## src/eevdf_ram.sv

```systemverilog
// Generic single-port-write, one-read synchronous RAM with registered read.
// Depends on nothing.
`timescale 1ns / 1ps
module eevdf_ram #(
	parameter int WIDTH = 8,
	parameter int DEPTH = 64
) (
	input logic clk,
	input logic we,
	input logic [$clog2(DEPTH)-1:0] waddr,
	input logic [WIDTH-1:0] wdata,
	input logic [$clog2(DEPTH)-1:0] raddr,
	output logic [WIDTH-1:0] rdata
);
	logic [WIDTH-1:0] mem [DEPTH];

	always_ff @(posedge clk) begin
		if (we) begin
			mem[waddr] <= wdata;
		end
		rdata <= mem[raddr];
	end
endmodule

```

## config.mk

```make
export PLATFORM = sky130hd
export DESIGN_NAME = eevdf_ram
export DESIGN_NICKNAME = d
export VERILOG_FILES = /design/src/eevdf_ram.sv
export SDC_FILE = /design/constraint.sdc
export NUM_CORES = 1
export LEC_CHECK = 0
export BUFFER_PORTS_ARGS = -buffer_cell sky130_fd_sc_hd__buf_2
export CELL_PAD_IN_SITES_DETAIL_PLACEMENT = 0
export CELL_PAD_IN_SITES_GLOBAL_PLACEMENT = 2
export CORE_UTILIZATION = 40
export CTS_BUF_LIST = sky130_fd_sc_hd__clkbuf_8
export DETAILED_ROUTE_END_ITERATION = 8
export MAX_ROUTING_LAYER = met4
export PLACE_DENSITY_LB_ADDON = 0.1
export SLEW_MARGIN = 20
export SYNTH_ARGS = -nofsm -noshare
export SYNTH_HDL_FRONTEND = slang
export SYNTH_SLANG_ARGS = --single-unit
```

## constraint.sdc

```tcl
create_clock -name clk -period 2.49 [get_ports clk]
set_clock_uncertainty 0.1 [all_clocks]
set_input_delay 0.498 -clock clk [delete_from_list [all_inputs] [get_ports clk]]
set_output_delay 0.498 -clock clk [all_outputs]
set_load 0.005 [all_outputs]
```

; ---- After elaboration in Yosys (flattened, before gate mapping)
; Memory sizes are Yosys's and may differ from the RTL's. A register that Yosys moved wholly into a read port is not among the register bits.
; Index checks and enable logic that the tools add are counted.
[word_totals]
ff_bits = 0
mem_bits_rw = 512
input_bits = 22
wordCells = 3
n_memories = 1
[op_classes]
n_mux = 2
[mem_list]
columns = name, depth, word_bits, read_ports, rd_ports_with_merged_regs, write_ports, line
row1 = mem, 64, 8, 1, 1, 1, 15  ; logic [WIDTH-1:0] mem [DEPTH];
[ops]
columns = op, n
row1 = $mux W1, 2

; ---- Depth between registers and ports, before layout
[depth]
word_depth = 2
mapped_depth = 9
mapped_depth_nobuf = 5

; ---- Worst setup path after synthesis
; OpenSTA, ideal clock, no wires.
[synth_timing]
kind = input-to-reg
startpoint = input raddr[1]
endpoint = register rdata[3] (read register of mem)
arrival_ns = 2.038
required_time_ns = 2.262
setup_slack_ns = 0.224
stages = 7
path_buffers = 3
cell_sequence = buf_4 -> buf_2 -> buf_2 -> mux4_2 -> mux4_2 -> o21ai_1 -> o41ai_1
[synth_lines]
columns = item, line
row1 = from (decl), 12  ; input logic [$clog2(DEPTH)-1:0] raddr,
row2 = to (decl), 13  ; output logic [WIDTH-1:0] rdata

==> impl_metrics.csv <==
group,metric,value,unit
run_status,status,"completed",
setup_path,crit_required,2920,ps
die,die_area,51300,sq um
hold_path,hp-start,"raddr[5]",
setup_path,arrival,2530,ps
cts,clkSinkCount,520,
sta,fmax,477,MHz
yosys,synth_edf_count,512,
yosys,synthTopCellsByArea,"edfxtp_1 (76%), mux4_2 (14%), nor2_1 (1.5%)",
setup_path,cpPeakStageDelay,520,ps
sta,rsz0062_at_grt,"false",
placed_design,dp_hpwl,32.0,mm
hold_path,hold_end,"rdata[1]",
pwr,ir_worst_vdd,373,uV
yosys,yosys.area.top_type,"edfxtp_1",
placed_design,numPortBuffers,29,
cts,cts_max_path_buffers,3,
layout,fin_nets,1194,
route,routed_wl,49.7,mm
die,start_util,40.9,%
cts,cts-root-buf,"clkbuf_8",
cts,cts_setup_buffers,0,
yosys,ys_ff_latch,520,
route,avgViaCountPerCell,5.23,
setup_path,r2r-start,"mem[51][7]",
layout,multi_input_area,4320,sq um
die,io_pins,30,
sta,finalHoldViolCount,0,
yosys,async_flop_share,0,%
yosys,yosysWarnings,0,
yosys,synth_top_area_share,76.2,%
job,drv_cap,0,
setup_path,start_kind,"register",
setup_path,worst_setup_path_end_kind,"register",
global_routing,track_usage,21.1,%
setup_path,r2r_slack,390,ps
cts,cts_buffers,88,
cts,cts.clk_slew.worst_paths,60,ps
yosys,ys_types,40,
pwr,leakagePower,7.94,nW
pwr,fin_total_pwr,17.9,mW
route,detail-route-antenna-nets,0,
layout,drive_above_1_share,35.6,%
sta,min_period_over_period,84.2,%
global_routing,grt_max_degree,65,
layout,ff_latch_area,15500,sq um
setup_path,worst_path_most_repeated_cell,"mux4_2",
hold_path,hold_path_depth,3,
yosys,ys_seq_area_share,77.0,%
die,die_h,227,um
layout,layout_common_cells,"edfxtp_1 (512), buf_4 (147), mux4_2 (126)",
route,drt-pass1-iter-count,5,
global_routing,grt_pass1_wl,72.9,mm
setup_path,crit_chain,"mux4_2, mux4_2, o21ai_0, nand2_1",
setup_path,slowest_stage,"mux4_2",
sta,finalMaxSlewViolations,0,
route,drc,0,
cts,post_cts_resized,0,
cts,cts_tree,"yes",
setup_path,reg2reg_depth,4,
route,vias,9968,
yosys,avgSynthCellArea,21.5,sq um
cts,clk_latency,680,ps
setup_path,worstPathMaxFanout,1,
die,die_w,227,um
layout,area_growth,18.7,%
die,design.core.area,49400,sq um
route,wl_per_cell,26.1,um
cts,htree_levels,3,
setup_path,r2r-end,"rdata[7]",
yosys,syn_inst,940,
global_routing,antenna_found_initial,0,
route,drtIter0Drc,792,
global_routing,grt_overflow,0,
layout,final_common_cell,"edfxtp_1",
global_routing,grt_pass1_vias,10500,
yosys,synth_flop_cell,"edfxtp_1",
layout,diodes,0,
sta,setup_viol,0,
placed_design,finalWeightedCongestion,0.760,
die,rows,81,
yosys,syn-num-nets,962,
setup_path,crit_path_start,"mem[51][7]",
setup_path,path_class,"register to register",
pwr,power_density,748,nW/um^2
sta,post-route-min-period,2100,ps
sta,fin_setup_tns,0,ps
layout,nFillCells,4153,
cts,cts_hold_buf,0,
yosys,syn_area,20200,sq um
hold_path,min_path_type,"input port to register",
sta,slew_headroom,49.2,%
sta,tightest_slew,762,ps
==> flip-flops by register name (all words and copies together), names as in the netlist <==
register and count:
rdata 8, mem 512
==> synthesized netlist by cell type, types with 3 or more instances <==
| cell | number |
|---|---|
| nand2_1 | 19 |
| dfxtp_1 | 8 |
| nor3_1 | 7 |
| nor2b_1 | 14 |
| buf_4 | 13 |
| nand3_1 | 13 |
| buf_2 | 11 |
| a22oi_1 | 3 |
| mux2_2 | 13 |
| mux4_2 | 126 |
| o22ai_1 | 8 |
| edfxtp_1 | 512 |
| a211oi_1 | 4 |
| nand2b_1 | 7 |
| nor2_1 | 83 |
| o2111ai_1 | 3 |
| o2bb2ai_1 | 3 |
| a21oi_1 | 3 |
| mux2i_1 | 23 |
| buf_1 | 4 |
| buf_6 | 4 |
| o221ai_1 | 8 |
| nand3b_1 | 3 |
| a221oi_1 | 6 |
| clkbuf_1 | 17 |
==> cells by family (layout without fill, tap and decap cells) <==
logic type,Yosys count,count (layout),synth area share (%)
AND/OR/NAND/NOR,153,153,3.39
buffers and inverters,51,354,1.57
AO/OA/AOI/OAI,54,54,2.07
flip-flops,520,520,77.0
multiplexers,162,162,15.9
==> per-stage QoR <==
step / setup slack (ps) / util [%] / instances / area [sq um] / hold WS, ps
floorplan: 224 / - / 940 / 20200 / 497
detailed placement: -306 / 45.2 / 1746 / 22300 / 764
global route: 310 / 48.5 / 1907 / 23900 / 118
finish: 393 / 48.5 / 1907 / 23900 / 141
global placement: -328 / 45.2 / 1746 / 22300 / 703
CTS: 343 / 48.5 / 1907 / 23900 / 67.5
==> power by group <==
group | switching (mW) | internal (mW) | leakage (nW)
clock | 3.38 | 3.78 | 0.950
combinational | 0.592 | 0.451 | 2.32
sequential | 0.0319 | 9.69 | 4.67
total | 4.00 | 13.9 | 7.94
==> final cells by class <==
class	instances	share of cell area [%]
tap	664	3.47
timing repair buffer	193	6.80
clock buffer	90	5.17
clock inverter	71	1.67
sequential	520	64.9
multi-input combinational	369	18.0
==> worst max path at each step <==
stage                     slack [ps]  cells after the start  endpoint
after global routing             310                      6  rdata[4]
final                            390                      4  rdata[7]
after floorplan                  220                      7  rdata[3]
after detailed placement        -310                      6  rdata[7]
after global placement          -330                      6  rdata[7]
after CTS                        340                      4  rdata[7]
==> metal layers <==
layer,wire length [um],GRT usage (%),vias up
met3,2340,4.38,75
met2,23300,31.4,235
met4,915,5.86,0
met1,23200,29.5,5241
met5,0,-,-
li1,-,-,4417
==> worst max-delay path, delay by kind of cell, from the launching register on <==
kind             cells  cell delay (ps)
AND/OR/NAND/NOR      1              100
AO/OA/AOI/OAI        1              410
flip-flops           1              360
multiplexers         2             1000
Note: power is estimated with default switching activity, not from simulation.
