[config.mk]
export PLATFORM = sky130hd
export DESIGN_NAME = eevdf_div
export DESIGN_NICKNAME = d
export VERILOG_FILES = /design/src/eevdf_pkg.sv /design/src/eevdf_div.sv
export SDC_FILE = /design/constraint.sdc
export NUM_CORES = 1
export LEC_CHECK = 0
export ABC_AREA = 0
export BUFFER_PORTS_ARGS = -buffer_cell sky130_fd_sc_hd__buf_2
export CELL_PAD_IN_SITES_DETAIL_PLACEMENT = 0
export CELL_PAD_IN_SITES_GLOBAL_PLACEMENT = 2
export CORE_AREA = 2 2 178 197
export CTS_BUF_LIST = sky130_fd_sc_hd__clkbuf_4
export CTS_CLUSTER_DIAMETER = 150
export DETAILED_ROUTE_END_ITERATION = 6
export DIE_AREA = 0 0 180 199
export PLACE_DENSITY = 0.79
export SLEW_MARGIN = 10
export SYNTH_ARGS = -nofsm -noshare
export SYNTH_HDL_FRONTEND = slang
export SYNTH_SLANG_ARGS = --single-unit
export TNS_END_PERCENT = 10
[constraint.sdc]
create_clock -name clk -period 4.14 [get_ports clk]
set_clock_uncertainty 0.05 [all_clocks]
set_input_delay 0.207 -clock clk [delete_from_list [all_inputs] [get_ports clk]]
set_output_delay 0.207 -clock clk [all_outputs]
set_load 0.005 [all_outputs]
[src/eevdf_pkg.sv]
// Package for the EEVDF virtual-time accounting block.
// Holds event codes, register indexes, reset values and shared types.
`timescale 1ns / 1ps
package eevdf_pkg;

	typedef enum logic [1:0] {
		EV_ENABLE = 2'd0,
		EV_ENQUEUE = 2'd1,
		EV_QUIESCENT = 2'd2,
		EV_CHWEIGHT = 2'd3
	} ev_t;

	localparam logic [0:0] REG_QUANTUM = 1'b0;
	localparam logic [0:0] REG_CPU = 1'b1;
	localparam int CFG_IDX_W = 1;

	localparam logic [31:0] QUANTUM_RESET = 32'd10000000;
	localparam logic [10:0] CPU_RESET = 11'd22;

	localparam int LAG_W = 32;
	localparam int WGT_W = 14;
	localparam int ENTRY_W = LAG_W + WGT_W;

	// Request to the shared divider and its answer.
	typedef struct packed {
		logic start;
		logic [63:0] num;
		logic [63:0] den;
	} div_req_t;

	typedef struct packed {
		logic busy;
		logic done;
		logic [63:0] quot;
	} div_rsp_t;

endpackage

[src/eevdf_div.sv]
// Iterative 64-bit unsigned restoring divider, one quotient bit per cycle.
// Depends on eevdf_pkg. A zero divisor gives a zero quotient.
`timescale 1ns / 1ps
module eevdf_div
	import eevdf_pkg::*;
(
	input logic clk,
	input logic arst_n,
	input div_req_t req,
	output div_rsp_t rsp
);
	logic [63:0] quot_q;
	logic [63:0] rem_q;
	logic [63:0] den_q;
	logic [6:0] cnt_q;
	logic busy_q;
	logic done_q;
	logic zero_q;
	logic [64:0] trial;
	logic [64:0] shifted;

	assign shifted = {rem_q, quot_q[63]};
	assign trial = shifted - {1'b0, den_q};

	always_ff @(posedge clk or negedge arst_n) begin
		if (!arst_n) begin
			busy_q <= 1'b0;
			done_q <= 1'b0;
			cnt_q <= '0;
		end else begin
			done_q <= 1'b0;
			if (req.start) begin
				busy_q <= 1'b1;
				cnt_q <= 7'd64;
			end else if (busy_q) begin
				cnt_q <= cnt_q - 7'd1;
				if (cnt_q == 7'd1) begin
					busy_q <= 1'b0;
					done_q <= 1'b1;
				end
			end
		end
	end

	always_ff @(posedge clk) begin
		if (req.start) begin
			quot_q <= req.num;
			rem_q <= '0;
			den_q <= req.den;
			zero_q <= (req.den == 64'd0);
		end else if (busy_q) begin
			if (!trial[64]) begin
				rem_q <= trial[63:0];
				quot_q <= {quot_q[62:0], 1'b1};
			end else begin
				rem_q <= shifted[63:0];
				quot_q <= {quot_q[62:0], 1'b0};
			end
		end
	end

	assign rsp.busy = busy_q;
	assign rsp.done = done_q;
	assign rsp.quot = zero_q ? 64'd0 : quot_q;
endmodule

# Yosys cells after proc, flatten, opt, wreduce, memory -nomap -nowiden
# Cells that the tools add are included.
dict set report word_totals {
  reg_bits 202
}
dict set report op_classes {
  n_addsub 2
  n_eq_ne 1
  n_reduce_logical 2
  muxes 13
}
# op count
set ops {}
lappend ops {{two-way mux 64 bit} 4}
lappend ops {{subtractor 65 x 64 -> 65 bit} 1}
lappend ops {{logical NOT 64 bit} 1}
lappend ops {{two-way mux 7 bit} 2}
lappend ops {{== test 7 x 1 -> 1 bit, second input constant} 1}
lappend ops {{two-way mux 1 bit} 7}
lappend ops {{subtractor 7 x 1 -> 7 bit, second input constant} 1}
lappend ops {{nonzero test 2 bit} 1}

# Logic depth before layout (Yosys ltp)
# Gate-level depths: netlist of the first run.
dict set report logic_depth {
  depth_word 4
  depth_mapped 16
  ltp_nobuf 14
}

# Worst setup path before layout of the first run
# Ideal clock, no wire load.
dict set report synth_timing {
  path_type {register -> register}
  from {register quot_q[63]}
  to {register rem_q[36]}
  synth_period_minus_slack_ns 3.333
  slack_ns 0.807
  setup_time_ns 0.086
  required_time_ns 4.004
  path_stages_with_launch 17
  path_buffers 2
  arrival_time_ns 3.197
  cell_sequence {edfxtp_1 -> inv_1 -> ha_1 -> fa_1 -> nor2b_1 -> o2111ai_1 -> a31o_1 -> nor3_2 -> o21ai_2 -> o21ai_2 -> a31oi_2 -> or3_1 -> and3_1 -> buf_6 -> buf_6 -> mux2i_1 -> a211oi_1}
}
dict set report synth_between {
  elab_chain_len 2
}
# element line
set synth_lines {}
lappend synth_lines {{start: declaration} eevdf_div.sv:12} ;# logic [63:0] quot_q;
lappend synth_lines {{start signal: assignment} eevdf_div.sv:47} ;# quot_q <= req.num;
lappend synth_lines {{start signal: assignment} eevdf_div.sv:54} ;# quot_q <= {quot_q[62:0], 1'b1};
lappend synth_lines {{start signal: assignment} eevdf_div.sv:57} ;# quot_q <= {quot_q[62:0], 1'b0};
lappend synth_lines {{subtractor 65 x 64 -> 65 bit} eevdf_div.sv:23} ;# assign trial = shifted - {1'b0, den_q};
lappend synth_lines {{two-way mux 64 bit} eevdf_div.sv:52} ;# if (!trial[64]) begin
lappend synth_lines {{end signal: assignment} eevdf_div.sv:53} ;# rem_q <= trial[63:0];
lappend synth_lines {{end signal: assignment} eevdf_div.sv:56} ;# rem_q <= shifted[63:0];
lappend synth_lines {{end: declaration} eevdf_div.sv:13} ;# logic [63:0] rem_q;
# Every way passes these cells.
# A chain may end at the register's enable or synchronous reset.

# Worst setup path in the final report of the first run
dict set report layout_timing {
  from {register quot_q[63]}
  to {register quot_q[0], data pin}
}
dict set report layout_between {
  elab_chain_len 4
}
# element line
set layout_lines {}
lappend layout_lines {{subtractor 65 x 64 -> 65 bit} eevdf_div.sv:23}
lappend layout_lines {{two-way mux 1 bit} eevdf_div.sv:52}
lappend layout_lines {{two-way mux 64 bit} eevdf_div.sv:51} ;# end else if (busy_q) begin
lappend layout_lines {{two-way mux 64 bit} eevdf_div.sv:46} ;# if (req.start) begin
# Every way passes these cells. The select of a mux whose other input is x is not followed.

==> run summary, run 1 <==
The run finished with clean final reports. After the last flow step, the layout net total stands at 1821. The number of buffers inserted during clock tree synthesis came out at 58.

The routed wirelength normalized by instance count is 17.4 um. The clock latency reported for the late side of the worst-skew pair is 800 ps. Dividing the final minimum period by the clock period gives 0.941. The global placer's final weighted congestion is approximately 0.82. The port buffer count is 196. The most used flip-flop cell after synthesis is edfxtp_1. The buffer type at the clock tree root is clkbuf_4.

The number of synthesized flops with an enable pin came out at roughly 130. Setup slack closes at 244 ps. The count of filler cells inserted in the layout came out at 3146. The setup path with the least slack is of type flip-flop to flip-flop.

The average via count per standard cell came out at 5.07. The clock net sink count came out at 202. The data required time at the worst endpoint came out at 4640 ps.

The leakage power came out at 0.00708 uW. The max capacitance violation total is 0. The minimum clock period is 3900 ps. The share of Yosys cell area claimed by the top area cell type came out at 0.313. The worst-case clock buffer depth is 3. The biggest area contributor in the post-synthesis netlist is edfxtp_1.

In this run the worst hold path is classified as primary input to flip-flop. The detailed router finished its first iteration with around 480 violations. For this run, the number of Yosys warnings is 0. By area the synthesized netlist is led by edfxtp_1 31%, dfxtp_1 10%, ha_1 6.7%. The die covers 35800 um^2. The sequential-to-total area share from yosys stat is 0.434. The sum of routed wire length over all layers came out at 36.7 mm. Setup repair after global routing left no endpoint under its margin. When the netlist entered floorplanning its net count stood at about 1400. Before CTS, the worst setup slack after placement is 434 ps. The number of register bits inferred by synthesis came out at about 200. The final number of hold-violating endpoints is 0. The count of nets left with antenna violations once routing finished came out at 0. The power per cell area is around 340 nW/um^2. The initial antenna violation count is 2. The post-DP HPWL is 25.4 mm. The number of placed I/O pins is 197.

The delay of the slowest cell on the worst path is 570 ps. In the global route stage, overall resource usage came out at 0.204. The floorplan die height is 199 um. The critical path goes through inv_1 > ha_1 > fa_1 > nor2b_1 > o2111ai_1 > a31o_1 > nor3_2 > o21ai_2 > o21ai_2 > a31oi_2 > or3_4 > nand3_4 > buf_12 > o21ai_0 > dlygate4sd3_1. The maximum number of pins on one net before global-route repair came out at 65. The master of the slowest instance on the critical path is dlygate4sd3_1. The minimum hold slack came out at 97.3 ps. The wire length of the first global-routing pass is 58.1 mm.

The clock transition time at the flip-flop clock pins of the worst setup and hold paths is 70 ps. STA classifies the critical path endpoint as a flip-flop. Data arrives at the worst endpoint at 4400 ps. The number of core rows came out at 71.

By instance count, the cell type seen most on the critical path is o21ai_2. The worst setup path is launched from a flip-flop. The TritonCTS clock tree is built.

The die is 180 um wide. Derived from the worst setup path, the maximum achievable clock frequency is 257 MHz. The tightest slew margin relative to the limit is 0.114. Synthesis handed over a netlist of between 1000 and 1500 instances. The total vias in the final route came out at 10698. The async set-reset flop share out of synthesis is 0.0446. The count of cell types in the netlist is 70. The area added between synthesis and finish is 31.5%. The number of global-route vias before repair came out at approximately 11000. The initial cell density of the core came out at 0.366. The library cells used most frequently in the layout, excluding fill and tap cells, are 195 x buf_2, 172 x dlygate4sd3_1, 129 x edfxtp_1, 90 x clkbuf_4, 88 x nor2_1. The count of buffers added by post-CTS timing repair for setup came out at 0. The total overflow left after global routing is 0.

The H-tree depth is 2. The utilization of the core after routing came out at 0.482. Setup total negative slack on the finished layout was measured at 0 ps.

The total setup violations reported at the end of the flow came out at 0. The slew of the pin with the lowest slew margin came out at 1320 ps. The final max-slew violation count is 0. The library cell used most frequently in the layout, excluding fill and tap cells, is buf_2. The synthesized area per cell is 9.96 um^2. The post-detailed-route DRC marker count is 0. The worst ir drop on vdd is 0.250 mV. Of all nets on the critical path, the largest fanout is 11. In this run the standard cell core region covers 33800 um^2.

The mapped netlist covers around 12000 um^2. The first detailed-routing pass ran for 5 iterations. The share of final-layout standard cells stronger than drive strength 1 is 0.232.
-- critical path, delay by kind of cell, from the launching register on --
family / cells / cell delay [ps]
adders and majority gates: 2 / 630
AOI/OAI and AO/OA: 6 / 910
buffers and inverters: 3 / 780
DFF: 1 / 320
and+or+nand+nor: 4 / 960
-- layout make-up --
| type | instances | area, um^2 | area share |
|---|---|---|---|
| clock inverter | 19 | 91.3 | 0.00560 |
| timing repair buffer | 383 | 2860 | 0.175 |
| clock buffer | 90 | 676 | 0.0414 |
| inverter | 82 | 308 | 0.0189 |
| tap | 438 | 548 | 0.0336 |
| antenna | 2 | 5.00 | 0.000307 |
| multi-input combinational | 896 | 6430 | 0.395 |
| sequential | 202 | 5380 | 0.330 |
-- sequential cells by signal, summed over array words and instances (netlist names) --
signal	cells
den_q	64
quot_q	64
cnt_q	7
rem_q	64
done_q	1
busy_q	1
zero_q	1
-- through the flow --
step,instances,cell area [um^2],total power [uW]
final,2112,16300,5620
after global routing,2111,16300,5960
after CTS,2110,16300,5700
after detailed placement,1829,13800,3530
after global placement,1829,13800,3530
after floorplan,1244,12400,3180
-- Yosys cell counts, drive strengths merged (4+ instances only) --
master / count
a22o: 4
and2: 4
inv: 82
mux2: 63
nor3: 17
nand2b: 7
o21ai: 67
buf: 14
o21bai: 14
o31ai: 4
a211oi: 35
dfrtp: 9
edfxtp: 129
xnor2: 39
xor2: 25
nand2: 79
or3: 9
ha: 66
dfxtp: 64
clkbuf: 50
mux2i: 51
a21o: 52
nor4: 20
and3: 4
a21oi: 69
nand4: 25
a311oi: 4
nand3: 15
o21a: 6
nor2b: 73
nor2: 89
a32oi: 5
-- cells by family (layout without fill, tap and decap cells) --
family / after synthesis / after routing / synth area share
mux: 114 / 114 / 0.0984
compound gates: 295 / 295 / 0.160
simple gates: 356 / 356 / 0.145
xor+xnor: 64 / 64 / 0.0452
flops: 202 / 202 / 0.434
buf+inv: 146 / 574 / 0.0490
fa+ha+maj: 67 / 67 / 0.0682
other cells: 0 / 2 / 0
-- repair_timing --
action                                  4_1_cts  5_1_grt
hold endpoints to repair                    143        0
endpoints found under the setup margin        0        1
gates resized for setup                       0        3
hold buffers                                172        0
-- metal layers --
metal,track usage,vias to the layer above,share of wire
met5,0,-,0
met1,0.250,5033,0.44
met2,0.343,256,0.47
met4,0.0927,0,0.035
met3,0.0461,77,0.052
li1,-,5332,-
-- path summary, 6_finish.rpt --
check	slack (ps)	end	cells after the start	startpoint
min in group asynchronous	370	busy_q	3	arst_n
worst min-delay path	100	den_q[44]	2	req[44]
worst min register to register	420	rem_q[7]	2	rem_q[7]
worst max register to register	240	quot_q[0]	15	quot_q[63]
worst max-delay path	240	quot_q[0]	15	quot_q[63]
max in group asynchronous	3360	busy_q	3	arst_n
-- power breakdown --
part	leakage, uW	internal, uW	switching, uW
clock network	0.000459	997	962
logic	0.00468	588	596
registers	0.00194	2360	112
(Power assumes the default switching activity.)
==> inputs of run 2 (changes only) <==
- CORE_AREA: 2 2 178 197 -> 2 2 186 206
- DIE_AREA: 0 0 180 199 -> 0 0 188 208
- PLACE_DENSITY: 0.79 -> 0.76
- clock period: 4.14 -> 3.4 ns (I/O delays scaled with it)
==> run 2 against run 1 <==
Sequential share of layout area fell by 1.6 points. Global-route usage fell by 0.39 points. First-iteration DRC count rose by 2.9%. Wire length rose by 5.9%. Via count rose by 3.9%. The run now ends with setup timing left. Largest power group unchanged. Flip-flop and latch count did not move. Non-clock buffer count rose by 76. Power rose by 23%. Clock power rose by 20%. Fmax rose by 13%. Clock-buffer cell count fell by 4. Worst setup slack got worse by 290 ps.
==> run summary, run 2 (synthesis gave the netlist of run 1 again) <==
The max capacitance violation total was 0 (unchanged). The slew of the pin with the lowest slew margin is 855 ps (-463 ps). In the final layout, the registers with the most flip-flops are den_q x64, quot_q x64, rem_q x64. The signal arrival time at the worst endpoint is 4080 ps (-320 ps). The maximum number of pins on one net before global-route repair came out at 65 (unchanged). The number of nets at the end of the flow came out at 1898 (+4.2%).

The type of the tightest min-delay check is primary input to flip-flop. The net switching power was 2080 uW (+25%). The routed wirelength normalized by instance count came out at 17.3 um (-0.37%).

The minimum clock period is 3450 ps (-448 ps). The clock network fraction of design power came out at 0.343 (-0.006). The commonest non-fill, non-tap cell in the layout is buf_2.

The share of final-layout standard cells stronger than drive strength 1 is 0.261 (+0.0290). The sum of routed wire length over all layers is 38.9 mm (+5.9%). The run finished, with violations left.

The placeable core region came out at 36900 um^2 (+9.1%). The remaining global-route overflow came to 0 (unchanged). The clock net sink count came out at 202 (unchanged).

The count of filler cells inserted in the layout is 3545 (+13%). The post-detailed-route DRC marker count came out at 0 (unchanged). The post-DP HPWL came to 26.5 mm (+4.4%). The peak fanout along the critical path is 4 (-7). In the layout the commonest cells are 195 x buf_2, 190 x dlygate4sd3_1, 129 x edfxtp_1, 88 x nor2_1, 86 x clkbuf_4. In this run the critical register-to-register path is launched from den_q[0]. The initial antenna violation count came out at 3 (+1). The worst setup path is captured at a flip-flop.

The post-detailed-route count of antenna-violating nets is 0 (unchanged). The number of placed I/O pins came to 197 (unchanged). The worst hold path begins at req[7]. The number of buffers inserted during clock tree synthesis came to 59 (+1.7%).

The count of cells along the worst hold path came to 2 (unchanged). The final standard cell count with taps included and fillers excluded is 2246 (+6.3%). The initial cell density of the core came to 0.336 (-0.0307). Setup repair after global routing could not meet its margin everywhere. The total setup violations reported at the end of the flow is 13 (+13). The number of DRC markers after the initial detailed-route iteration is 492 (+2.9%). The area of the die was 39100 um^2 (+9.2%). The worst-case clock buffer depth is 3 (unchanged). The number of global-route vias before repair came out at 11709 (+5.2%). The utilization of the core after routing was 0.464 (-0.0173). The number of iterations in the first detailed-routing pass came out at 5 (unchanged). The floorplan die height is 208 um (+4.5%). The checks that failed: setup timing. Clock tree synthesis selected as its root buffer the cell clkbuf_4. The total global-route track usage came out at 0.200 (-0.00394).

By startpoint and endpoint, the worst setup path is classified as flip-flop to flip-flop. The port buffer count came to 196 (unchanged). The final max-slew violation count came out at 0 (unchanged). The clock latency reported for the late side of the worst-skew pair is 820 ps (+20 ps). The fraction of power consumed by sequential logic is 0.436 (-0.004). The final standard cell area without fillers is 17200 um^2 (+5.2%).

The final number of hold-violating endpoints is 0 (unchanged). The final period utilization was 1.01 (+0.0731). The tightest slew margin relative to the limit is 0.425 (+0.311). The H-tree depth came out at 2 (unchanged). The cell-internal power is 4810 uW (+22%). The switching share of power came out at 0.302 (+0.00472). The worst ir drop on vdd came out at 0.318 mV (+27%). The slack of the worst reg-to-reg path is -50 ps (-290 ps). The clock transition time at the flip-flop clock pins of the worst setup and hold paths came out at 80 ps (about the same).

The total vias in the final route is 11119 (+3.9%). The logic depth of the worst register-to-register path came out at 13 (-2). The number of core rows came out at 74 (+4.2%).

The minimum setup slack in the final design is -48.3 ps (-292 ps). For hold timing, the worst endpoint is den_q[7]. The average via count per standard cell is 4.95 (-2.3%). The die width is 188 um (+4.4%). The power per cell area came out at 401 nW/um^2 (+16%). The wire length of the first global-routing pass came to 62.5 mm (+7.5%).

The leakage power is 0.00748 uW (+5.6%). The share of power burned in combinational logic is 0.221 (+0.010). The cell count after placement is 1934 (+5.7%). The TritonCTS clock tree is built. The worst setup path is launched from a flip-flop. The instance area at placement is 14300 um^2 (+3.4%). The worst register-to-register path ends at rem_q[54]. The data required time at the worst endpoint is 4030 ps (-610 ps). The area added between synthesis and finish came out at 38.4%. The global placer's final weighted congestion was 0.829 (+1.1%). The highest achievable clock rate came out at 290 MHz (+13%).
==> run 2: changes by cell type in the layout (fill, tap and decap cells not counted), moves of 2 or more <==
cell | before | now
a211oi_1 | 34 | 32
a211oi_2 | 1 | 3
buf_12 | 3 | 6
buf_16 | 0 | 2
buf_4 | 12 | 63
buf_6 | 1 | 3
clkbuf_4 | 90 | 86
clkinv_2 | 2 | 5
diode_2 | 2 | 5
dlygate4sd3_1 | 172 | 190
==> run 2: final cells by class <==
class | instances | area (um^2) | share of cell area
Inverter | 82 | 308 | 0.0179
Clock inverter | 22 | 104 | 0.00605
Clock buffer | 86 | 646 | 0.0376
Tap cell | 494 | 618 | 0.0360
Multi-Input combinational cell | 896 | 6530 | 0.380
Timing Repair Buffer | 459 | 3560 | 0.208
Antenna cell | 5 | 12.5 | 0.000729
Sequential cell | 202 | 5380 | 0.314
==> run 2: critical path, stage by stage (launching register included) <==
cell and delay, ps:
edfxtp_1 370, ha_2 190, fa_2 370, nor2b_4 140
o2111ai_2 140, a31o_1 250, or3_4 390, a2111oi_4 350
o311a_1 280, o21ai_4 120, o31ai_4 220, xor2_1 160
mux2i_1 100, a211oi_2 180
==> run 2: worst max-delay path by stage <==
stage                     startpoint        end  slack (ps)  cells after the start
after floorplan           quot_q[63]  rem_q[36]          70                     16
after global placement    quot_q[63]  rem_q[54]        -120                     14
after global routing        den_q[0]  rem_q[54]        -280                     13
after CTS                   den_q[0]  rem_q[54]        -170                     13
final                       den_q[0]  rem_q[54]         -50                     13
after detailed placement  quot_q[63]  rem_q[54]        -190                     14
==> run 2: what timing repair did <==
| action | 4_1_cts | 5_1_grt |
|---|---|---|
| endpoints found under the hold margin | 175 | 0 |
| hold buffers | 191 | 0 |
| cloned | 2 | 0 |
| buffers inserted | 7 | 0 |
| setup endpoints to repair | 52 | 65 |
| gates resized for setup | 12 | 12 |
| pin swaps | 42 | 15 |
==> run 2: power by group through the flow <==
stage	Sequential [uW]	Clock, uW	Combinational [uW]
floorplan	3010	0	861
global placement	3050	0	1310
detailed placement	3050	0	1310
CTS	3000	2480	1520
global route	3030	2600	1690
finish	3000	2360	1520
==> run 2: through the flow <==
| step | setup slack [ps] | total power (uW) | hold WS [ps] | setup TNS, ps |
|---|---|---|---|---|
| 6_report | -48.3 | 6890 | 77.0 | -258 |
| 5_1_grt | -280 | 7330 | -2.41 | -10760 |
| 4_1_cts | -166 | 7000 | 1.84 | -947 |
| 3_5_place_dp | -188 | 4360 | -16.0 | -2450 |
| 3_3_place_gp | -117 | 4360 | -13.1 | -342 |
| 2_1_floorplan | 67.1 | 3870 | -176 | 0 |
==> run 2: per-layer routing <==
metal / part of all wire / vias to the layer above / GRT usage / wire (um)
li1: - / 5483 / - / -
met1: 0.43 / 5278 / 0.242 / 16800
met2: 0.49 / 277 / 0.345 / 18900
met3: 0.047 / 81 / 0.0455 / 1810
met4: 0.033 / 0 / 0.0741 / 1270
met5: 0 / - / 0 / 0
==> inputs of run 3 (changes only) <==
- CORE_AREA: 2 2 186 206 -> 2 2 171 190
- DIE_AREA: 0 0 188 208 -> 0 0 173 192
- PLACE_DENSITY: 0.76 -> 0.85
- clock period: 3.4 -> 4.2 ns (I/O delays scaled with it)
==> run 3 against run 2 <==
The flow now finishes without violations. Utilization grew 4.4 points. Power shrank 21%. Clock-buffer cell count unchanged. First-iteration DRC count is the same. Largest cell class unchanged. Highest routed layer unchanged.
==> run summary, run 3 (synthesis gave the netlist of run 1 again) <==
The flow ran to the end, and the final reports show no timing, DRC or antenna violations. The final standard cell count with taps included and fillers excluded is 2049 (-8.8%). STA classifies the critical path endpoint as a flip-flop. The highest achievable clock rate is 259 MHz (-11%). The final standard cell area without fillers is 15800 um^2 (-7.8%). The data required time at the worst endpoint is 4770 ps (+740 ps). The leakage power came out at 0.00687 uW (-8.1%).

The wire length of the first global-routing pass came out at 57.9 mm (-7.4%). The count of buffers added by post-CTS timing repair for setup is 0 (-7). The initial cell density of the core came out at 0.398 (+0.0625). The tree is rooted in a clkbuf_4. The initial antenna violation count is 2 (-1).

In the final layout, the registers with the most flip-flops are den_q x64, quot_q x64, rem_q x64. The port buffer count came to 196 (unchanged). The worst register-to-register path ends at rem_q[51]. The worst-case clock buffer depth is 3 (unchanged). The minimum clock period came out at 3860 ps (+410 ps). The top cell types in the final layout, fill and taps aside, are 195 x buf_2, 131 x dlygate4sd3_1, 129 x edfxtp_1, 88 x nor2_1, 86 x clkbuf_4. The tightest slew margin relative to the limit came out at 0.405 (-0.0202). The setup TNS was 0 ps (+258 ps).

The floorplan die height came out at 192 um (-7.7%). The die width came out at 173 um (-8.0%). The cell count after placement is 1810 (-6.4%). TritonCTS built the clock tree.

The instance area at placement came to 13800 um^2 (-3.4%). The number of nets at the end of the flow is 1778 (-6.3%). The slack of the worst reg-to-reg path came out at 340 ps (+390 ps). The post-DP HPWL is 25.2 mm (-4.9%).

The worst setup slack after placement came out at 420 ps (+608 ps). STA classifies the critical path startpoint as a flip-flop. The final number of hold-violating endpoints came out at 0 (unchanged). The post-detailed-route count of antenna-violating nets came out at 0 (unchanged). The number of DRC markers after the initial detailed-route iteration is 492 (unchanged). The critical path launch point is den_q[0].

The slew of the pin with the lowest slew margin came out at 893 ps (+38.1 ps). The tightest min-delay check is of the primary input to flip-flop type. The post-detailed-route DRC marker count is 0 (unchanged). The total setup violations reported at the end of the flow was 0 (-13). The post-cts resize count came out at 0 (-12). The number of placed I/O pins came out at 197 (unchanged). The count of filler cells inserted in the layout came out at 2936 (-17%). The startpoint of the lowest-slack register-to-register path is den_q[0]. The max capacitance violation total is 0 (unchanged). The final max-slew violation count was 0 (unchanged). The final period utilization came out at 0.919 (-0.0955).

The number of iterations in the first detailed-routing pass is 5 (unchanged). The number of global-route vias before repair was 11084 (-5.3%). The area of the die was 33200 um^2 (-15%). The overall power after layout came out at 5410 uW (-21%). The clock net sink count is 202 (unchanged). The area added between synthesis and finish came out at 27.6%. The minimum setup slack in the final design came out at 342 ps (+390 ps). The average via count per standard cell came to 5.18 (+4.7%). The global placer's final weighted congestion came to 0.832 (+0.36%). The logic depth of the worst register-to-register path was 14 (+1). The clock latency reported for the late side of the worst-skew pair is 750 ps (-70 ps). The signal arrival time at the worst endpoint was 4430 ps (+350 ps). The path with the worst hold slack has its endpoint at den_q[23].

In this run the most critical hold path is launched from req[23]. The type of the worst setup path is flip-flop to flip-flop. The total global-route track usage is 0.216 (+0.0167). The total vias in the final route is 10618 (-4.5%).

The count of cells along the worst hold path is 2 (unchanged). Setup repair after global routing left no endpoint under its margin. The remaining global-route overflow came out at 0 (unchanged).

The share of final-layout standard cells stronger than drive strength 1 came to 0.235 (-0.0262). The maximum number of pins on one net before global-route repair is 119 (+83%). The worst ir drop on vdd is 0.214 mV (-33%). The placeable core region is 31100 um^2 (-16%). The H-tree depth came to 2 (unchanged).

The clock transition time at the flip-flop clock pins of the worst setup and hold paths is 80 ps (about the same). The number of buffers inserted during clock tree synthesis is 57 (-3.4%). The peak fanout along the critical path came out at 12 (+8).

The number of core rows came out at 68 (-8.1%). The sum of routed wire length over all layers came out at 36.5 mm (-6.0%). The routed wirelength normalized by instance count came out at 17.8 um (+3.1%). Leaving out fill and tap cells, the most frequent cell in the layout is buf_2.

The power per cell area is 342 nW/um^2 (-15%).
run 3: cell count changes in the layout (fill, tap and decap cells not counted), moves of 3 or more:
cell / delta
clkinv_2: -3
buf_12: -3
buf_4: -52
dlygate4sd3_1: -59
diode_2: -3
run 3: through the flow:
step           hold slack [ps]  utilization
6_report                   142        0.508
5_1_grt                   85.6        0.508
4_1_cts                   72.9        0.508
3_5_place_dp              28.3        0.442
3_3_place_gp              26.3        0.442
2_1_floorplan             -136            -
run 3: final cells by class:
| cell class | count | area (um^2) | area share |
|---|---|---|---|
| Multi-Input combinational cell | 896 | 6420 | 0.406 |
| Sequential cell | 202 | 5380 | 0.340 |
| Timing Repair Buffer | 341 | 2440 | 0.154 |
| Clock buffer | 86 | 646 | 0.0408 |
| Tap cell | 420 | 526 | 0.0332 |
| Inverter | 82 | 308 | 0.0195 |
| Clock inverter | 20 | 91.3 | 0.00577 |
| Antenna cell | 2 | 5.00 | 0.000316 |
run 3: per-layer routing:
metal  share of wire  vias up  track usage
li1                -     5257            -
met5               0        -            0
met3           0.055       67       0.0449
met4           0.028        0       0.0763
met2            0.49      290        0.382
met1            0.43     5004        0.262
run 3: power by group:
group | leakage, uW | total [uW] | internal [uW] | switching (uW)
Sequential | 0.00194 | 2450 | 2330 | 120
Combinational | 0.00449 | 1100 | 527 | 573
Clock | 0.000436 | 1860 | 940 | 920
run 3: worst max-delay path by stage:
stage / endpoint
2_1_floorplan: rem_q[36]
3_3_place_gp: rem_q[61]
3_5_place_dp: rem_q[34]
4_1_cts: rem_q[51]
5_1_grt: rem_q[51]
6_report: rem_q[51]
run 3: what timing repair did:
| item | in CTS | in global routing |
|---|---|---|
| hold endpoints to repair | 194 | 0 |
| hold buffers | 131 | 0 |
| endpoints found under the setup margin | 0 | 0 |
run 3: critical path, cell delays in order (launching register included):
cell and delay, ps:
edfxtp_1 380, ha_1 230, fa_1 410, nor2b_1 180
o2111ai_1 140, a31o_1 290, nor3_2 190, o21ai_2 120
o21ai_2 150, a31oi_2 180, or3_1 420, nand3_1 520
buf_4 250, nand4b_1 90, o221ai_1 120
